===== src/sv/mcgm_pkg.sv =====
// Shared types, constants and result builders for the multicast membership table.
package mcgm_pkg;

  // Widths of the fixed payload fields.
  localparam int SLOT_W  = 5;
  localparam int ADDR_W  = 32;
  localparam int IDENT_W = 16;
  localparam int TIMER_W = 8;

  // At most this many reports leave for one timer tick.
  localparam int MAX_RESULTS = 20;
  localparam int REP_W       = $clog2(MAX_RESULTS + 1);

  // Protocol constants.
  localparam logic [ADDR_W-1:0]  ALL_HOSTS             = 32'hE000_0001;
  localparam logic [3:0]         MCAST_PREFIX          = 4'hE;
  localparam logic [7:0]         IPV4_VERSION_IHL      = 8'h45;
  localparam logic [7:0]         IGMP_MEMBERSHIP_QUERY = 8'h11;
  localparam logic [TIMER_W-1:0] JOIN_TIMER            = 8'd2;

  // Request kinds.
  typedef enum logic [1:0] {
    KIND_JOIN  = 2'd0,
    KIND_LEAVE = 2'd1,
    KIND_QUERY = 2'd2,
    KIND_TICK  = 2'd3
  } kind_t;

  // Result kinds.
  typedef enum logic [1:0] {
    RES_STATUS = 2'd0,
    RES_REPORT = 2'd1,
    RES_LEAVE  = 2'd2
  } result_kind_t;

  // Call status codes.
  typedef enum logic [1:0] {
    STATUS_OK            = 2'd0,
    STATUS_NOT_MULTICAST = 2'd1,
    STATUS_TABLE_FULL    = 2'd2,
    STATUS_NOT_FOUND     = 2'd3
  } status_t;

  // Membership state of one table entry.
  typedef enum logic [1:0] {
    MEMBER_NONE     = 2'd0,
    MEMBER_DELAYING = 2'd1,
    MEMBER_IDLE     = 2'd2
  } member_t;

  // Controller states.
  typedef enum logic [2:0] {
    ST_IDLE,
    ST_SCAN,
    ST_JOIN_ADD,
    ST_JOIN_OK,
    ST_LEAVE_OK,
    ST_FLUSH
  } state_t;

  // One request item.
  typedef struct packed {
    kind_t             kind;
    logic [ADDR_W-1:0] address;
    logic [7:0]        header_version_ihl;
    logic [7:0]        message_type;
    logic [7:0]        max_response;
  } in_item_t;

  // One result item.
  typedef struct packed {
    result_kind_t       result_kind;
    status_t            status;
    logic [SLOT_W-1:0]  slot;
    logic [ADDR_W-1:0]  group;
    logic [IDENT_W-1:0] packet_ident;
    logic               last;
  } out_item_t;

  // One word of the membership memory.
  typedef struct packed {
    logic [ADDR_W-1:0]  group;
    member_t            state;
    logic [TIMER_W-1:0] timer;
  } entry_t;

  localparam entry_t ENTRY_CLEAR = '{group: '0, state: MEMBER_NONE, timer: '0};

  // Build a call status result.
  function automatic out_item_t make_status(input status_t st,
                                            input logic [SLOT_W-1:0] slot);
    out_item_t r;
    r              = '0;
    r.result_kind  = RES_STATUS;
    r.status       = st;
    r.slot         = slot;
    return r;
  endfunction

  // Build a report or leave message result.
  function automatic out_item_t make_msg(input result_kind_t k,
                                         input logic [SLOT_W-1:0] slot,
                                         input logic [ADDR_W-1:0] group,
                                         input logic [IDENT_W-1:0] ident);
    out_item_t r;
    r              = '0;
    r.result_kind  = k;
    r.status       = STATUS_OK;
    r.slot         = slot;
    r.group        = group;
    r.packet_ident = ident;
    return r;
  endfunction

endpackage


===== src/sv/mcgm_table_mem.sv =====
// Membership table memory: one write port, one read port with registered data.
module mcgm_table_mem import mcgm_pkg::*; #(
  parameter int DEPTH = 20,
  localparam int AW = (DEPTH > 1) ? $clog2(DEPTH) : 1
) (
  input  logic          clk,
  input  logic          rd_en,
  input  logic [AW-1:0] rd_addr,
  output entry_t        rd_data,
  input  logic          wr_en,
  input  logic [AW-1:0] wr_addr,
  input  entry_t        wr_data
);

  entry_t mem [DEPTH];

  // Write port.
  always_ff @(posedge clk) begin
    if (wr_en) begin
      mem[wr_addr] <= wr_data;
    end
  end

  // Read port with registered data.
  always_ff @(posedge clk) begin
    if (rd_en) begin
      rd_data <= mem[rd_addr];
    end
  end

endmodule


===== src/sv/mcgm_ctrl.sv =====
// Controller: scans the table one entry per cycle unless stalled, and builds the result items.
module mcgm_ctrl import mcgm_pkg::*; #(
  parameter int TABLE_ENTRIES = 20,
  localparam int IDX_W = (TABLE_ENTRIES > 1) ? $clog2(TABLE_ENTRIES) : 1,
  localparam int CNT_W = $clog2(TABLE_ENTRIES + 1)
) (
  input  logic             clk,
  input  logic             rst,
  input  logic             request_valid,
  output logic             request_ready,
  input  in_item_t         request,
  output logic             rd_en,
  output logic [IDX_W-1:0] rd_addr,
  input  entry_t           rd_data,
  output logic             wr_en,
  output logic [IDX_W-1:0] wr_addr,
  output entry_t           wr_data,
  input  logic             can_push,
  output logic             push,
  output out_item_t        push_item
);

  state_t              state, state_next;
  in_item_t            req_q, req_next;
  logic [IDX_W-1:0]    scan_idx, scan_idx_next;
  logic [CNT_W-1:0]    used, used_next;
  logic [IDENT_W-1:0]  ident, ident_next;
  logic [REP_W-1:0]    rep_count, rep_next;
  logic                pend_valid, pend_valid_next;
  out_item_t           pend, pend_next;

  entry_t              ent;
  logic                live, hit, q_match, at_end, expire_ok;
  logic                is_mcast, is_full, query_ok, table_empty;
  logic                put, blocked;
  out_item_t           put_item;
  logic [TIMER_W-1:0]  newt;

  assign request_ready = (state == ST_IDLE);

  // Per-entry decisions and the result that this cycle wants to queue.
  always_comb begin
    ent         = rd_data;
    live        = (ent.state != MEMBER_NONE);
    hit         = live && (ent.group == req_q.address);
    q_match     = live && ((req_q.address == ALL_HOSTS) || (ent.group == req_q.address));
    at_end      = ((CNT_W'(scan_idx) + CNT_W'(1)) == used);
    expire_ok   = (ent.state == MEMBER_DELAYING) && (ent.timer == TIMER_W'(1)) &&
                  (rep_count < REP_W'(MAX_RESULTS));
    newt        = TIMER_W'(1) + {1'b0, req_q.max_response[7:1]};
    is_mcast    = (request.address[ADDR_W-1:ADDR_W-4] == MCAST_PREFIX);
    is_full     = (used >= CNT_W'(TABLE_ENTRIES));
    table_empty = (used == '0);
    query_ok    = (request.header_version_ihl == IPV4_VERSION_IHL) &&
                  (request.message_type == IGMP_MEMBERSHIP_QUERY);
    put         = 1'b0;
    put_item    = '0;
    unique case (state)
      ST_IDLE: begin
        if (request_valid) begin
          unique case (request.kind)
            KIND_JOIN: begin
              if (!is_mcast) begin
                put      = 1'b1;
                put_item = make_status(STATUS_NOT_MULTICAST, '0);
              end else if (is_full) begin
                put      = 1'b1;
                put_item = make_status(STATUS_TABLE_FULL, '0);
              end
            end
            KIND_LEAVE: begin
              if (table_empty) begin
                put      = 1'b1;
                put_item = make_status(STATUS_NOT_FOUND, '0);
              end
            end
            KIND_QUERY, KIND_TICK: ;
          endcase
        end
      end
      ST_SCAN: begin
        unique case (req_q.kind)
          KIND_JOIN: begin
            if (hit) begin
              put      = 1'b1;
              put_item = make_status(STATUS_OK, SLOT_W'(scan_idx));
            end
          end
          KIND_LEAVE: begin
            if (hit) begin
              put      = 1'b1;
              put_item = make_msg(RES_LEAVE, SLOT_W'(scan_idx), req_q.address, ident);
            end else if (at_end) begin
              put      = 1'b1;
              put_item = make_status(STATUS_NOT_FOUND, '0);
            end
          end
          KIND_TICK: begin
            if (expire_ok) begin
              put      = 1'b1;
              put_item = make_msg(RES_REPORT, SLOT_W'(scan_idx), ent.group, ident);
            end
          end
          KIND_QUERY: ;
        endcase
      end
      ST_JOIN_ADD: begin
        put      = 1'b1;
        put_item = make_msg(RES_REPORT, SLOT_W'(used), req_q.address, ident);
      end
      ST_JOIN_OK: begin
        put      = 1'b1;
        put_item = make_status(STATUS_OK, SLOT_W'(scan_idx));
      end
      ST_LEAVE_OK: begin
        put      = 1'b1;
        put_item = make_status(STATUS_OK, '0);
      end
      ST_FLUSH: ;
      default: ;
    endcase
    // A queued result must first move its predecessor into the output register.
    blocked = (put || (state == ST_FLUSH)) && pend_valid && !can_push;
  end

  // Next state.
  always_comb begin
    state_next = state;
    unique case (state)
      ST_IDLE: begin
        if (request_valid) begin
          unique case (request.kind)
            KIND_JOIN: begin
              if (!is_mcast || is_full) begin
                state_next = ST_FLUSH;
              end else if (table_empty) begin
                state_next = ST_JOIN_ADD;
              end else begin
                state_next = ST_SCAN;
              end
            end
            KIND_LEAVE: state_next = table_empty ? ST_FLUSH : ST_SCAN;
            KIND_QUERY: state_next = (query_ok && !table_empty) ? ST_SCAN : ST_IDLE;
            KIND_TICK:  state_next = table_empty ? ST_IDLE : ST_SCAN;
          endcase
        end
      end
      ST_SCAN: begin
        if (!blocked) begin
          unique case (req_q.kind)
            KIND_JOIN: begin
              if (hit) begin
                state_next = ST_FLUSH;
              end else if (at_end) begin
                state_next = ST_JOIN_ADD;
              end
            end
            KIND_LEAVE: begin
              if (hit) begin
                state_next = ST_LEAVE_OK;
              end else if (at_end) begin
                state_next = ST_FLUSH;
              end
            end
            KIND_QUERY: if (at_end) state_next = ST_IDLE;
            KIND_TICK:  if (at_end) state_next = ST_FLUSH;
          endcase
        end
      end
      ST_JOIN_ADD: state_next = ST_JOIN_OK;
      ST_JOIN_OK, ST_LEAVE_OK: if (!blocked) state_next = ST_FLUSH;
      ST_FLUSH: if (!blocked) state_next = ST_IDLE;
      default: state_next = ST_IDLE;
    endcase
  end

  // Memory accesses, table updates and result queueing.
  always_comb begin
    rd_en           = 1'b0;
    rd_addr         = scan_idx;
    wr_en           = 1'b0;
    wr_addr         = scan_idx;
    wr_data         = ent;
    push            = 1'b0;
    push_item       = pend;
    req_next        = req_q;
    scan_idx_next   = scan_idx;
    used_next       = used;
    ident_next      = ident;
    rep_next        = rep_count;
    pend_next       = pend;
    pend_valid_next = pend_valid;
    unique case (state)
      ST_IDLE: begin
        if (request_valid) begin
          req_next      = request;
          rep_next      = '0;
          scan_idx_next = '0;
          rd_en         = 1'b1;
          rd_addr       = '0;
        end
      end
      ST_SCAN: begin
        if (blocked) begin
          // Hold the entry: read it again for the next cycle.
          rd_en   = 1'b1;
          rd_addr = scan_idx;
        end else begin
          if (!at_end) begin
            rd_en         = 1'b1;
            rd_addr       = scan_idx + IDX_W'(1);
            scan_idx_next = scan_idx + IDX_W'(1);
          end
          unique case (req_q.kind)
            KIND_LEAVE: begin
              if (hit) begin
                wr_en      = 1'b1;
                wr_data    = ENTRY_CLEAR;
                ident_next = ident + IDENT_W'(1);
              end
            end
            KIND_QUERY: begin
              if (q_match) begin
                if (ent.state == MEMBER_DELAYING) begin
                  if (req_q.max_response < ent.timer) begin
                    wr_en         = 1'b1;
                    wr_data.timer = newt;
                  end
                end else begin
                  wr_en         = 1'b1;
                  wr_data.state = MEMBER_DELAYING;
                  wr_data.timer = newt;
                end
              end
            end
            KIND_TICK: begin
              if ((ent.state == MEMBER_DELAYING) && (ent.timer != '0)) begin
                if (ent.timer == TIMER_W'(1)) begin
                  if (expire_ok) begin
                    wr_en         = 1'b1;
                    wr_data.state = MEMBER_IDLE;
                    wr_data.timer = '0;
                    ident_next    = ident + IDENT_W'(1);
                    rep_next      = rep_count + REP_W'(1);
                  end
                end else begin
                  wr_en         = 1'b1;
                  wr_data.timer = ent.timer - TIMER_W'(1);
                end
              end
            end
            KIND_JOIN: ;
          endcase
        end
      end
      ST_JOIN_ADD: begin
        // Append the new group behind the last used slot.
        wr_en         = 1'b1;
        wr_addr       = used[IDX_W-1:0];
        wr_data       = '{group: req_q.address, state: MEMBER_DELAYING, timer: JOIN_TIMER};
        used_next     = used + CNT_W'(1);
        ident_next    = ident + IDENT_W'(1);
        scan_idx_next = used[IDX_W-1:0];
      end
      ST_JOIN_OK, ST_LEAVE_OK: ;
      ST_FLUSH: begin
        // The held result is the final one of this item.
        if (pend_valid && can_push) begin
          push            = 1'b1;
          push_item       = pend;
          push_item.last  = 1'b1;
          pend_valid_next = 1'b0;
        end
      end
      default: ;
    endcase
    // Queue a new result, sending the held one on with last clear.
    if (put && !blocked) begin
      if (pend_valid) begin
        push      = 1'b1;
        push_item = pend;
      end
      pend_next       = put_item;
      pend_valid_next = 1'b1;
    end
  end

  // Control registers.
  always_ff @(posedge clk) begin
    if (rst) begin
      state      <= ST_IDLE;
      scan_idx   <= '0;
      used       <= '0;
      ident      <= '0;
      rep_count  <= '0;
      pend_valid <= 1'b0;
    end else begin
      state      <= state_next;
      scan_idx   <= scan_idx_next;
      used       <= used_next;
      ident      <= ident_next;
      rep_count  <= rep_next;
      pend_valid <= pend_valid_next;
    end
  end

  // Payload registers.
  always_ff @(posedge clk) begin
    req_q <= req_next;
    pend  <= pend_next;
  end

endmodule


===== src/sv/multicast_group_membership_table.sv =====
// Top level of the multicast group membership table.
//
// Requests (join, leave, received query, timer tick) enter on the request
// channel; result items (call statuses, report and leave send requests)
// leave on the result channel. Both channels use valid/ready. The last flag
// marks the final result caused by one request.
// One request is handled at a time. The table sits in a single memory with
// one read port, so a request scans one entry per cycle while no result is
// blocked by a stalled receiver. A join that finds no match appends its group
// after the scan and then delivers the held results. A query with a foreign
// header, or a query or tick on an empty table, needs no scan and leaves the
// block idle. A refused join or a leave on an empty table queues its status
// on acceptance, without a scan.
// Results pass through an output register, so a new request is accepted
// while the previous result waits. When the receiver stalls, the scan holds
// at the entry that has a result to deliver and resumes when room appears.
// Reset empties the table and clears the packet ident; no clearing pass is
// needed because only slots below the fill count are ever used.
module multicast_group_membership_table import mcgm_pkg::*; #(
  parameter int TABLE_ENTRIES = 20
) (
  input  logic      clk,
  input  logic      rst,
  input  logic      request_valid,
  output logic      request_ready,
  input  in_item_t  request,
  output logic      result_valid,
  input  logic      result_ready,
  output out_item_t result
);

  localparam int IDX_W = (TABLE_ENTRIES > 1) ? $clog2(TABLE_ENTRIES) : 1;

  logic             rd_en, wr_en, can_push, push;
  logic [IDX_W-1:0] rd_addr, wr_addr;
  entry_t           rd_data, wr_data;
  out_item_t        push_item;

  mcgm_table_mem #(.DEPTH(TABLE_ENTRIES)) u_mem (
    .clk     (clk),
    .rd_en   (rd_en),
    .rd_addr (rd_addr),
    .rd_data (rd_data),
    .wr_en   (wr_en),
    .wr_addr (wr_addr),
    .wr_data (wr_data)
  );

  mcgm_ctrl #(.TABLE_ENTRIES(TABLE_ENTRIES)) u_ctrl (
    .clk           (clk),
    .rst           (rst),
    .request_valid (request_valid),
    .request_ready (request_ready),
    .request       (request),
    .rd_en         (rd_en),
    .rd_addr       (rd_addr),
    .rd_data       (rd_data),
    .wr_en         (wr_en),
    .wr_addr       (wr_addr),
    .wr_data       (wr_data),
    .can_push      (can_push),
    .push          (push),
    .push_item     (push_item)
  );

  // Output register: takes an item when empty or being emptied.
  assign can_push = !result_valid || result_ready;

  always_ff @(posedge clk) begin
    if (rst) begin
      result_valid <= 1'b0;
    end else if (push) begin
      result_valid <= 1'b1;
    end else if (result_ready) begin
      result_valid <= 1'b0;
    end
  end

  always_ff @(posedge clk) begin
    if (push) begin
      result <= push_item;
    end
  end

endmodule


===== config.mk =====
export PLATFORM = sky130hd
export DESIGN_NAME = multicast_group_membership_table
export DESIGN_NICKNAME = d
export VERILOG_FILES = /design/src/sv/mcgm_pkg.sv /design/src/sv/mcgm_table_mem.sv /design/src/sv/mcgm_ctrl.sv /design/src/sv/multicast_group_membership_table.sv
export SDC_FILE = /design/constraint.sdc
export NUM_CORES = 1
export LEC_CHECK = 0
export BUFFER_PORTS_ARGS = -buffer_cell sky130_fd_sc_hd__clkbuf_2
export CORE_ASPECT_RATIO = 1.25
export CORE_MARGIN = 4
export CORE_UTILIZATION = 57
export CTS_CLUSTER_SIZE = 10
export DETAILED_ROUTE_END_ITERATION = 12
export HOLD_SLACK_MARGIN = 0.12
export PLACE_DENSITY_LB_ADDON = 0.25
export SLEW_MARGIN = 5
export SYNTH_ARGS = -nofsm -noshare
export SYNTH_HDL_FRONTEND = slang
export SYNTH_SLANG_ARGS = --single-unit

===== constraint.sdc =====
create_clock -name clk -period 8.6 [get_ports clk]
set_clock_uncertainty 0.15 [all_clocks]
set_input_delay 0.43 -clock clk [delete_from_list [all_inputs] [get_ports clk]]
set_output_delay 0.43 -clock clk [all_outputs]
set_load 0.05 [all_outputs]

# Yosys cells after proc, flatten, opt, wreduce, memory -nomap -nowiden
# Memories as Yosys holds them, arrays and structs flattened. A register that Yosys moved wholly into a read port is not among the register bits.
# Index checks and enable logic that the tools add are counted.
# totals
reg_bits	194
mem_bits_rw	840
inputBits	62
output_inout_bits	60
word_cells	204
n_memories	1
# memory_table
name	depth	word_bits	read_ports	rd_ports_with_merged_regs	write_ports	line_no	text
u_mem.mem	20	42	1	1	1	mcgm_table_mem.sv:15	entry_t mem [DEPTH];
# classes
add_sub_neg	6
magnitude_cmp	3
n_eq_ne	34
n_mux	99
n_reduce_logical	39
# op_table
cell	n
58-bit case mux with 4 select lines	1
58-bit two-way mux	3
58-bit case mux with 3 select lines	1
56-bit two-way mux	3
58-bit case mux with 2 select lines	1
42-bit two-way mux	2
42-bit case mux with 2 select lines	1
16-bit two-way mux	5
16-bit case mux with 2 select lines	2
57-bit two-way mux	1
54-bit two-way mux	1
5-bit two-way mux	10
1-bit two-way mux	34
3-bit two-way mux	11
32-bit == test	1
32-bit == test (second input constant)	1
32-bit two-way mux	1
10-bit two-way mux	3
10-bit case mux with 3 select lines	1
8-bit two-way mux	3
3-bit case mux with 4 select lines	2
5-bit case mux with 2 select lines	2
3-bit by 2-bit inequality test with 1-bit output (second input constant)	6
16-bit by 1-bit adder with 16-bit output (second input constant)	1
38 further kinds	84

# Longest topological paths before layout
# Gate-level depths: netlist of run 1.
# logic_depth
ltp_word	13
depth_mapped	16
mapped_depth_nobuf	12

# Hierarchy
# From an unflattened synthesis of run 1, not the netlist that was laid out.
# hier_totals
cells_unflattened	2597
area_unflattened_um2	43096.3
# modules_own_cells
mod	n_inst	cells_each	area_per_inst_um2	seq_area_each_um2
mcgm_table_mem	1	1775	33621.0	26485.4
mcgm_ctrl	1	760	7687.4	3673.5
multicast_group_membership_table	1	62	1788.0	1761.7

# Worst setup path before layout of run 1
# Ideal clock, no wire load.
# synth_timing
path_type	flip-flop to flip-flop
startpoint	register u_ctrl.used[0]
endpoint	register result[0] (netlist name) (enable)
setup_time_ps	493
arrival_ps	4637
required_time_ps	7957
slack_ps	3320
stages_incl_launch_ff	9
path_buffers	1
period_less_slack_ps	5280
path_cell_list	dfxtp_1 > clkbuf_1 > inv_1 > ha_1 > or4b_4 > a221o_1 > o21ai_2 > nor2_1 > a21oi_1
# synth_via
elab_chain_len	12
elab_cells_between_ends	18
cone_classes	order compare: 1; eq/ne: 1; mux: 10; reduce/logical: 6
# synth_lines
element	line_no	text
from (decl)	mcgm_ctrl.sv:26	logic [CNT_W-1:0] used, used_next;
from (signal assigned)	mcgm_ctrl.sv:300	used <= used_next;
5-bit greater-or-equal comparator	mcgm_ctrl.sv:52	is_full = (used >= CNT_W'(TABLE_ENTRIES));
1-bit two-way mux	mcgm_ctrl.sv:66	end else if (is_full) begin
1-bit two-way mux	mcgm_ctrl.sv:63	if (!is_mcast) begin
1-bit case mux with 2 select lines	mcgm_ctrl.sv:61	unique case (request.kind)
1-bit two-way mux	mcgm_ctrl.sv:60	if (request_valid) begin
1-bit case mux with 3 select lines *	mcgm_ctrl.sv:58	unique case (state)
1-bit logical OR	mcgm_ctrl.sv:123	blocked = (put || (state == ST_FLUSH)) && pend_valid && !can_push;
1-bit logical AND (2 in a row)	mcgm_ctrl.sv:123	
1-bit logical NOT	-	
1-bit logical AND *	mcgm_ctrl.sv:278	if (put && !blocked) begin
1-bit two-way mux *	mcgm_ctrl.sv:278	
named net push	multicast_group_membership_table.sv:34	logic rd_en, wr_en, can_push, push;
to (signal assigned)	multicast_group_membership_table.sv:81	result <= push_item;
to (decl)	multicast_group_membership_table.sv:29	output out_item_t result
# The timed path passes the listed nets; every way through them passes the cells marked *.
# A chain may end at the register's enable or synchronous reset.

# Worst setup path after layout of run 1
# layout_timing
startpoint	register u_mem.rd_data[14] (netlist name)
endpoint	register u_mem.rd_data[1] (netlist name)
# layout_via
elab_chain_len	10
elab_cells_between_ends	13
cone_classes	eq/ne: 1; mux: 8; reduce/logical: 4
# layout_lines
element	line_no	text
32-bit == test *	mcgm_ctrl.sv:45	hit = live && (ent.group == req_q.address);
1-bit logical AND *	mcgm_ctrl.sv:45	
1-bit two-way mux (on tied branches)	mcgm_ctrl.sv:90, mcgm_ctrl.sv:84	
1-bit case mux with 3 select lines *	mcgm_ctrl.sv:82	unique case (req_q.kind)
1-bit case mux with 3 select lines *	mcgm_ctrl.sv:58	
1-bit logical OR *	mcgm_ctrl.sv:123	
1-bit logical AND * (2 in a row)	mcgm_ctrl.sv:123	
5-bit two-way mux or 1-bit two-way mux (tied branches)	mcgm_ctrl.sv:204	if (blocked) begin
5-bit case mux with 2 select lines or 1-bit case mux with 2 select lines (tied branches)	mcgm_ctrl.sv:193	unique case (state)
# Mark *: on every way between the ends. The rest lies on a longest branch, timed or not.

==> summary.txt, run 1 <==
Outcome
  – Outcome: finished, final reports clean

Placement
  – DP Cell Count: a little under 4,000
  – Post-detail-place hpwl: 57,700 um
  – Placed standard-cell area: approximately 46,000 um2
  – Placer Congestion: slightly above 0.9
  – Buffers on Ports: between 100 and 150

Min path
  – Hold Crit Start: request_valid
  – Hold Path End: u_ctrl.scan_idx[3]
  – Hold Path Stages: 6
  – Hold WC Path Type: in -> reg

STA
  – Unrepaired setup endpoints after global routing: false
  – Setup violators final: 0
  – Max transition margin: 15.0%
  – Worst Hold Slack: between 0.2 and 0.25 ns
  – Final worst-path cycle share: a little under two thirds
  – Pins over their slew limit: 0
  – Worst-margin pin slew: around 1.3 ns
  – Fin crit period: around 5.5 ns
  – Peak Freq: roughly 180 MHz
  – Setup_tns: 0 ns
  – Final Hold Vio Count: 0

Power
  – Leak pwr: between 0.015 and 0.02 uW
  – Worst IR Drop VDD: 558 uV
  – Pwr dens: approximately 330 nW/um2
  – Power Total: between 15,000 and 20,000 uW

Routing
  – Drt via density: 6.38
  – DRT Wirelength: about 110,000 um
  – # DRC: 0
  – DRT iter0 DRCs: ~3,000
  – DRT Pass-1 Iters: 6
  – Wirelength per Cell: around 27 um
  – Total number of vias: 26,100
  – Antenna Nets Post-Route: 0

Clocking
  – H-tree levels: 3
  – Clk buf depth: 3
  – CTS tree: done
  – Clock root buffer master: clkbuf_16
  – Clock transition at path regs: 0.06 ns
  – # resized after CTS: 0
  – Clock Latency Late Sink: roughly 0.68 ns
  – CTS buffer count: about 120
  – Post CTS Setup Buffer Count: 0
  – TritonCTS Sinks: approximately 1,100

Yosys
  – Syn nets: between 2,000 and 3,000
  – Synth Register Bits: approximately 1,100
  – Number of synthesized flops with an enable pin: a little over 1,000
  – Yosys warns: 0
  – Seq/Total Area, Yosys: ~73%
  – Unique masters post-synth: a little under 80
  – Synth Cell Area: 43,900 um2
  – Syn Inst Count: between 2,000 and 3,000
  – Synth Flop Type: edfxtp_1
  – Avg Inst Size Synth: between 15 and 20 um2
  – Post-synth ARST share: 0%

Global routing
  – Vias in the first global route: between 20,000 and 30,000
  – Largest net degree at the start of global routing: roughly 170
  – GR Util All Layers: between 20% and 30%
  – Initial antenna violation count: 2
  – First-pass GRT wire length: 160,000 um
  – Grt ovf: 0

Critical path
  – Worst setup EP type: register
  – Critical path's slowest cell: buf_4
  – Crit start category: register
  – CP most frequent cell: buf_4
  – Worst-path cell chain: xor2_1 > nor4_1 > nand4_1 > nor4b_2 > o31ai_2 > buf_4 > a21o_1 > a31oi_4 > buf_4 > nand2b_2 > buf_4 > o211ai_1
  – Crit Path Max Fanout: between 40 and 50
  – R2R Path End: u_mem.rd_data[1]
  – R2R setup slack: between 3 and 4 ns
  – Worst path buffer plus inverter count: 3
  – R2R Path Start: u_mem.rd_data[14]
  – R2R cell count: 12
  – CP arrival: 5.70 ns
  – CP required: between 8 and 9 ns
  – Critical path class: reg -> reg
  – CP startpoint: u_mem.rd_data[14]
  – CP max stage delay: between 0.7 and 0.8 ns
  – Worst path top cell family by delay: simple AND/OR/NAND/NOR gates

Die
  – Chip height: 318 um
  – Die area: between 80,000 and 90,000 um2
  – Die Wd: around 260 um
  – Initial core utilization: 57.6%
  – # IOs: between 100 and 150
  – FP Rows: approximately 110
  – Core Area: approximately 76,000 um2

Final layout
  – Nets: ~3,100
  – Area Overhead vs Synth: 12.6%
  – Share of layout cells above drive strength 1: a little under an eighth
  – Fin cells: 4,090
  – Number of diodes: 0
  – Design area: about 50,000 um2

Job
  – MaxCap Viol Count: 0
-- layout make-up --
type / count / area, um2
multi-input combinational: 1634 / 11500
fill: 5175 / 26800
clock inverter: 8 / 52.6
clock buffer: 159 / 3170
timing repair buffer: 216 / 1480
sequential: 1075 / 31900
inverter: 21 / 78.8
tap: 977 / 1220
-- worst min-delay path, stage by stage --
cell	delay [ns]
clkbuf_2	0.13
nor3_1	0.05
a31oi_1	0.14
o22ai_1	0.09
a21oi_1	0.11
nor2_1	0.04
-- layer usage --
| metal | vias up | wire [um] | part of all wire (%) | track usage, % |
|---|---|---|---|---|
| li1 | 11400 | - | - | - |
| met4 | 2 | 3700 | 3.4 | 9.94 |
| met5 | - | 12 | 0.011 | 0 |
| met2 | 1421 | 52400 | 48 | 42.4 |
| met3 | 242 | 10100 | 9.2 | 4.47 |
| met1 | 13000 | 42600 | 39 | 35.6 |
-- cells in the mapped netlist (10+ instances only) --
| cell | n | area share [%] |
|---|---|---|
| edfxtp_1 | 1039 | 71 |
| nand2_1 | 313 | 2.7 |
| a22o_1 | 66 | 1.3 |
| nor2_1 | 189 | 1.6 |
| nor4_1 | 18 | 0.26 |
| ha_1 | 16 | 0.46 |
| clkbuf_1 | 79 | 0.68 |
| dfxtp_1 | 36 | 1.6 |
| buf_2 | 56 | 0.64 |
| inv_1 | 20 | 0.17 |
| nand3_1 | 147 | 1.7 |
| nor3_1 | 25 | 0.29 |
| a32oi_1 | 43 | 0.86 |
| nor2b_1 | 19 | 0.27 |
| xnor2_1 | 17 | 0.34 |
| xor2_1 | 42 | 0.84 |
| buf_4 | 20 | 0.34 |
| o211ai_1 | 83 | 1.4 |
| a21oi_1 | 53 | 0.60 |
| nand4_1 | 11 | 0.16 |
| mux2i_1 | 420 | 9.6 |
| o21ai_0 | 35 | 0.40 |
| a31oi_1 | 10 | 0.14 |
-- how the worst max path moves through the flow --
stage	slack, ns	to	depth (start not counted)
after detailed placement	3.26	u_mem.rd_data[1]	12
after global routing	3.01	u_mem.rd_data[32]	12
after floorplan	3.32	result[0]	8
after global placement	3.35	u_mem.rd_data[1]	12
final	3.15	u_mem.rd_data[1]	12
after CTS	3.18	u_mem.rd_data[10]	12
-- layout by cell type (no fill, tap or decap), types with 5 or more instances in the layout --
| master | instances |
|---|---|
| nand2_1 | 312 |
| o21ai_0 | 34 |
| or3_1 | 8 |
| buf_4 | 48 |
| a211oi_1 | 7 |
| o32ai_2 | 5 |
| xor2_1 | 42 |
| clkbuf_1 | 38 |
| clkbuf_2 | 121 |
| a32oi_1 | 43 |
| nand2b_1 | 5 |
| nand3_1 | 147 |
| nor2b_1 | 19 |
| mux2i_1 | 420 |
| nor4_1 | 17 |
| nor2_1 | 187 |
| inv_1 | 19 |
| nor4b_1 | 5 |
| edfxtp_1 | 1039 |
| nor3_1 | 25 |
| nand4_1 | 11 |
| dlygate4sd3_1 | 43 |
| a31oi_1 | 8 |
| a22o_1 | 66 |
| and3_1 | 7 |
| ha_1 | 16 |
| dfxtp_1 | 36 |
| xnor2_1 | 17 |
| clkbuf_16 | 121 |
| o211ai_1 | 83 |
| a21oi_1 | 30 |
| a21oi_4 | 22 |
| a21o_1 | 9 |
| o31ai_1 | 6 |
-- state kept, by name, indices dropped and copies added, names as in the netlist --
name,flops
u_ctrl.ident,16
u_ctrl.used,5
u_ctrl.scan_idx,5
result_valid,1
u_ctrl.req_q,42
u_ctrl.state,3
u_mem.mem,840
u_mem.rd_data,42
u_ctrl.rep_count,5
u_ctrl.pend_valid,1
result,58
u_ctrl.pend,57
-- report_power, final --
part / switching [uW] / total [uW] / internal (uW)
combinational: 3150 / 4560 / 1420
clock: 1860 / 4380 / 2520
sequential: 318 / 7390 / 7070
total: 5330 / 16300 / 11000
-- through the flow --
step,worst slack [ns],util [%]
floorplan,3.32,-
global placement,3.35,60.1
detailed placement,3.26,60.1
CTS,3.18,64.9
global route,3.01,64.9
finish,3.15,64.9
-- what timing repair did --
action | CTS | global route
hold buffers | 43 | 0
endpoints found under the hold margin | 45 | 0
endpoints found under the setup margin | 0 | 0
-- cells by family after synthesis --
logic type	synth area share, %
DFF	72.7
xor gates and xnor gates	1.18
muxes	9.68
AOI/OAI and AO/OA	6.06
buffers and inverters	1.99
adders and majority gates	0.456
and+or+nand+nor	7.93
(Power assumes the default switching activity.)
==> run 2: changes to the inputs <==
- CORE_UTILIZATION: 57 -> 56
- clock period: 8.6 -> 5 ns (I/O delays scaled with it)
==> summary.txt, run 2 (synthesis gave the netlist of run 1 again) <==
Die
  – Initial core utilization: 56.6% (-1.0 points)
  – # IOs: 122 (unchanged)
  – Chip height: 321 um (+0.87%)
  – Core Area: 77,600 um2 (+1.8%)
  – Die area: 83,000 um2 (+1.7%)
  – Die Wd: 258 um (+0.86%)
  – FP Rows: 114 (+0.88%)

Clocking
  – Clock transition at path regs: 0.05 ns (about the same)
  – CTS buffer count: 119 (+0.85%)
  – Clock Latency Late Sink: 0.70 ns (+0.02 ns)
  – H-tree levels: 3 (unchanged)
  – TritonCTS Sinks: 1,075 (unchanged)
  – CTS tree: done
  – Clk buf depth: 3 (unchanged)
  – Clock root buffer master: clkbuf_16

Final layout
  – Biggest register: u_mem.mem
  – Multi-input logic area: 11,500 um2 (about the same)
  – Number of diodes: 0 (unchanged)
  – FF/Latch Area: 31,900 um2 (unchanged)
  – FILL cells: 5,262 (+1.7%)
  – Share of layout cells above drive strength 1: 14.6% (+3.0 points)
  – Max FFs per register: 840 (unchanged)
  – Nets: 3,297 (+4.9%)
  – Largest regs: u_mem.mem x840, result x58, u_ctrl.pend x57
  – Most common cell after layout, fill and taps aside: edfxtp_1
  – Area Overhead vs Synth: 18.3%
  – Commonest non-fill, non-tap cells in the layout: 1,039 x edfxtp_1, 420 x mux2i_1, 312 x nand2_1

Routing
  – Total number of vias: 27,200 (+4.2%)
  – DRT Wirelength: 115,000 um (+5.9%)
  – # DRC: 0 (unchanged)
  – DRT Pass-1 Iters: 6 (unchanged)
  – Antenna Nets Post-Route: 0 (unchanged)
  – Wirelength per Cell: 26.7 um (+0.39%)
  – Drt via density: 6.30 (-1.1%)
  – DRT iter0 DRCs: 3,144 (+4.6%)

Global routing
  – Initial antenna violation count: 3 (+1)
  – Largest net degree at the start of global routing: 58 (-65%)
  – Grt ovf: 0 (unchanged)
  – GR Util All Layers: 27.3% (+1.3 points)
  – First-pass GRT wire length: 170,000 um (+6.1%)
  – Vias in the first global route: 27,300 (+6.2%)

STA
  – Final worst-path cycle share: 94.4% (+31 points)
  – Pins over their slew limit: 0 (unchanged)
  – Setup violators final: 0 (unchanged)
  – Max transition margin: 14.6% (-0.33 points)
  – Peak Freq: 212 MHz (+15%)
  – Unrepaired setup endpoints after global routing: false
  – Setup_tns: 0 ns (unchanged)
  – Worst-margin pin slew: 1.28 ns (+0.00494 ns)
  – Fin crit period: 4.72 ns (-0.730 ns)
  – Final Hold Vio Count: 0 (unchanged)

Critical path
  – Worst-path cell chain: xor2_1 > nor4_1 > nand4_1 > buf_4 > nor4b_2 > o31ai_2 > buf_4 > a2bb2oi_4 > buf_12 > buf_12 > mux2i_1 > mux2i_1 > mux2i_1 > o211ai_1
  – R2R Path End: u_mem.rd_data[28]
  – R2R setup slack: 0.28 ns (-2.87 ns)
  – CP arrival: 4.98 ns (-0.72 ns)
  – Critical path's slowest cell: nor4_1
  – CP most frequent cell: mux2i_1
  – Critical path class: reg -> reg
  – R2R Path Start: u_ctrl.req_q[39]
  – CP max stage delay: 0.61 ns (-0.11 ns)
  – R2R cell count: 14 (+2)
  – CP required: 5.26 ns (-3.59 ns)
  – Crit start category: register
  – Crit Path Max Fanout: 33 (-31%)
  – CP startpoint: u_ctrl.req_q[39]
  – Worst Setup EP: u_mem.rd_data[28]
  – Worst setup EP type: register

Power
  – Pwr dens: 569 nW/um2 (+72%)
  – Worst IR Drop VDD: 454 uV (-19%)
  – Leak pwr: 0.0190 uW (+6.1%)
  – Power Total: 29,600 uW (+81%)

Outcome
  – Outcome: finished, final reports clean

Placement
  – Placer Congestion: 0.893 (-3.0%)
  – Post-detail-place hpwl: 63,800 um (+10%)
  – Buffers on Ports: 121 (unchanged)

Min path
  – Hold WC Path Type: in -> reg

Job
  – MaxCap Viol Count: 0 (unchanged)
==> run 2: cell types whose count changed in the layout (fill, tap and decap cells not counted), moves of 2 or more <==
| cell | change |
|---|---|
| buf_12 | +85 |
| dlygate4sd3_1 | +39 |
| buf_4 | +28 |
| inv_6 | -4 |
| clkinv_16 | +3 |
| clkinv_1 | +2 |
| clkinv_8 | +2 |
| nor4_1 | -2 |
| nor4_2 | +2 |
==> run 2: cell type report <==
class	instances	area share, %
sequential	1075	61.4
tap	1044	2.51
multi-input combinational	1634	22.2
timing repair buffer	368	7.27
clock buffer	157	6.05
inverter	21	0.152
clock inverter	14	0.393
==> run 2: routing by layer <==
metal	wire length (um)	up-vias	GRT usage (%)	share of wire, %
li1	-	11700	-	-
met1	44800	13600	37.3	39
met2	55100	1587	44.5	48
met3	10700	280	4.47	9.3
met4	4540	0	10.9	3.9
met5	0	-	0	0
==> run 2: report_power, final <==
group          switching [uW]  total, uW  internal [uW]
clock network            3300       7690           4390
logic                    5750       9130           3380
registers                 627      12800          12100
==> run 2: timing repair <==
item / in CTS / in global routing
gates resized for setup: 0 / 2
setup buffers: 0 / 0
endpoints found under the setup margin: 0 / 1
hold endpoints to repair: 81 / 0
hold buffers: 82 / 0
==> run 2: stage by stage <==
step,area [um2],setup WS [ns],util [%],std cells,hold WS [ns]
floorplan,43900,-0.157,-,2893,0.199
global placement,47800,0.412,61.6,4060,0.253
global route,51900,0.117,66.9,4313,0.149
CTS,51900,0.242,66.9,4313,0.123
finish,51900,0.279,66.9,4313,0.156
detailed placement,47800,0.318,61.6,4060,0.255
==> run 2: worst min-delay path by stage <==
stage                             endpoint  slack, ns  cells after the start            start
after detailed placement        result[39]       0.25                      0  u_ctrl.pend[39]
after global placement          result[34]       0.25                      0  u_ctrl.pend[34]
after floorplan            u_ctrl.req_q[0]       0.20                      0       request[0]
after CTS                 u_ctrl.req_q[54]       0.12                      2      request[54]
final                     u_ctrl.req_q[54]       0.16                      2      request[54]
after global routing      u_ctrl.req_q[54]       0.15                      2      request[54]
==> run 2: worst max-delay path: cells and delay by family, from the launching register on <==
kind                      cells  cell delay, ns
muxes                         3            0.71
xor gates and xnor gates      1            0.21
DFF                           1            0.51
and+or+nand+nor               3            1.25
AOI/OAI and AO/OA             3            0.55
buffers and inverters         4            0.99
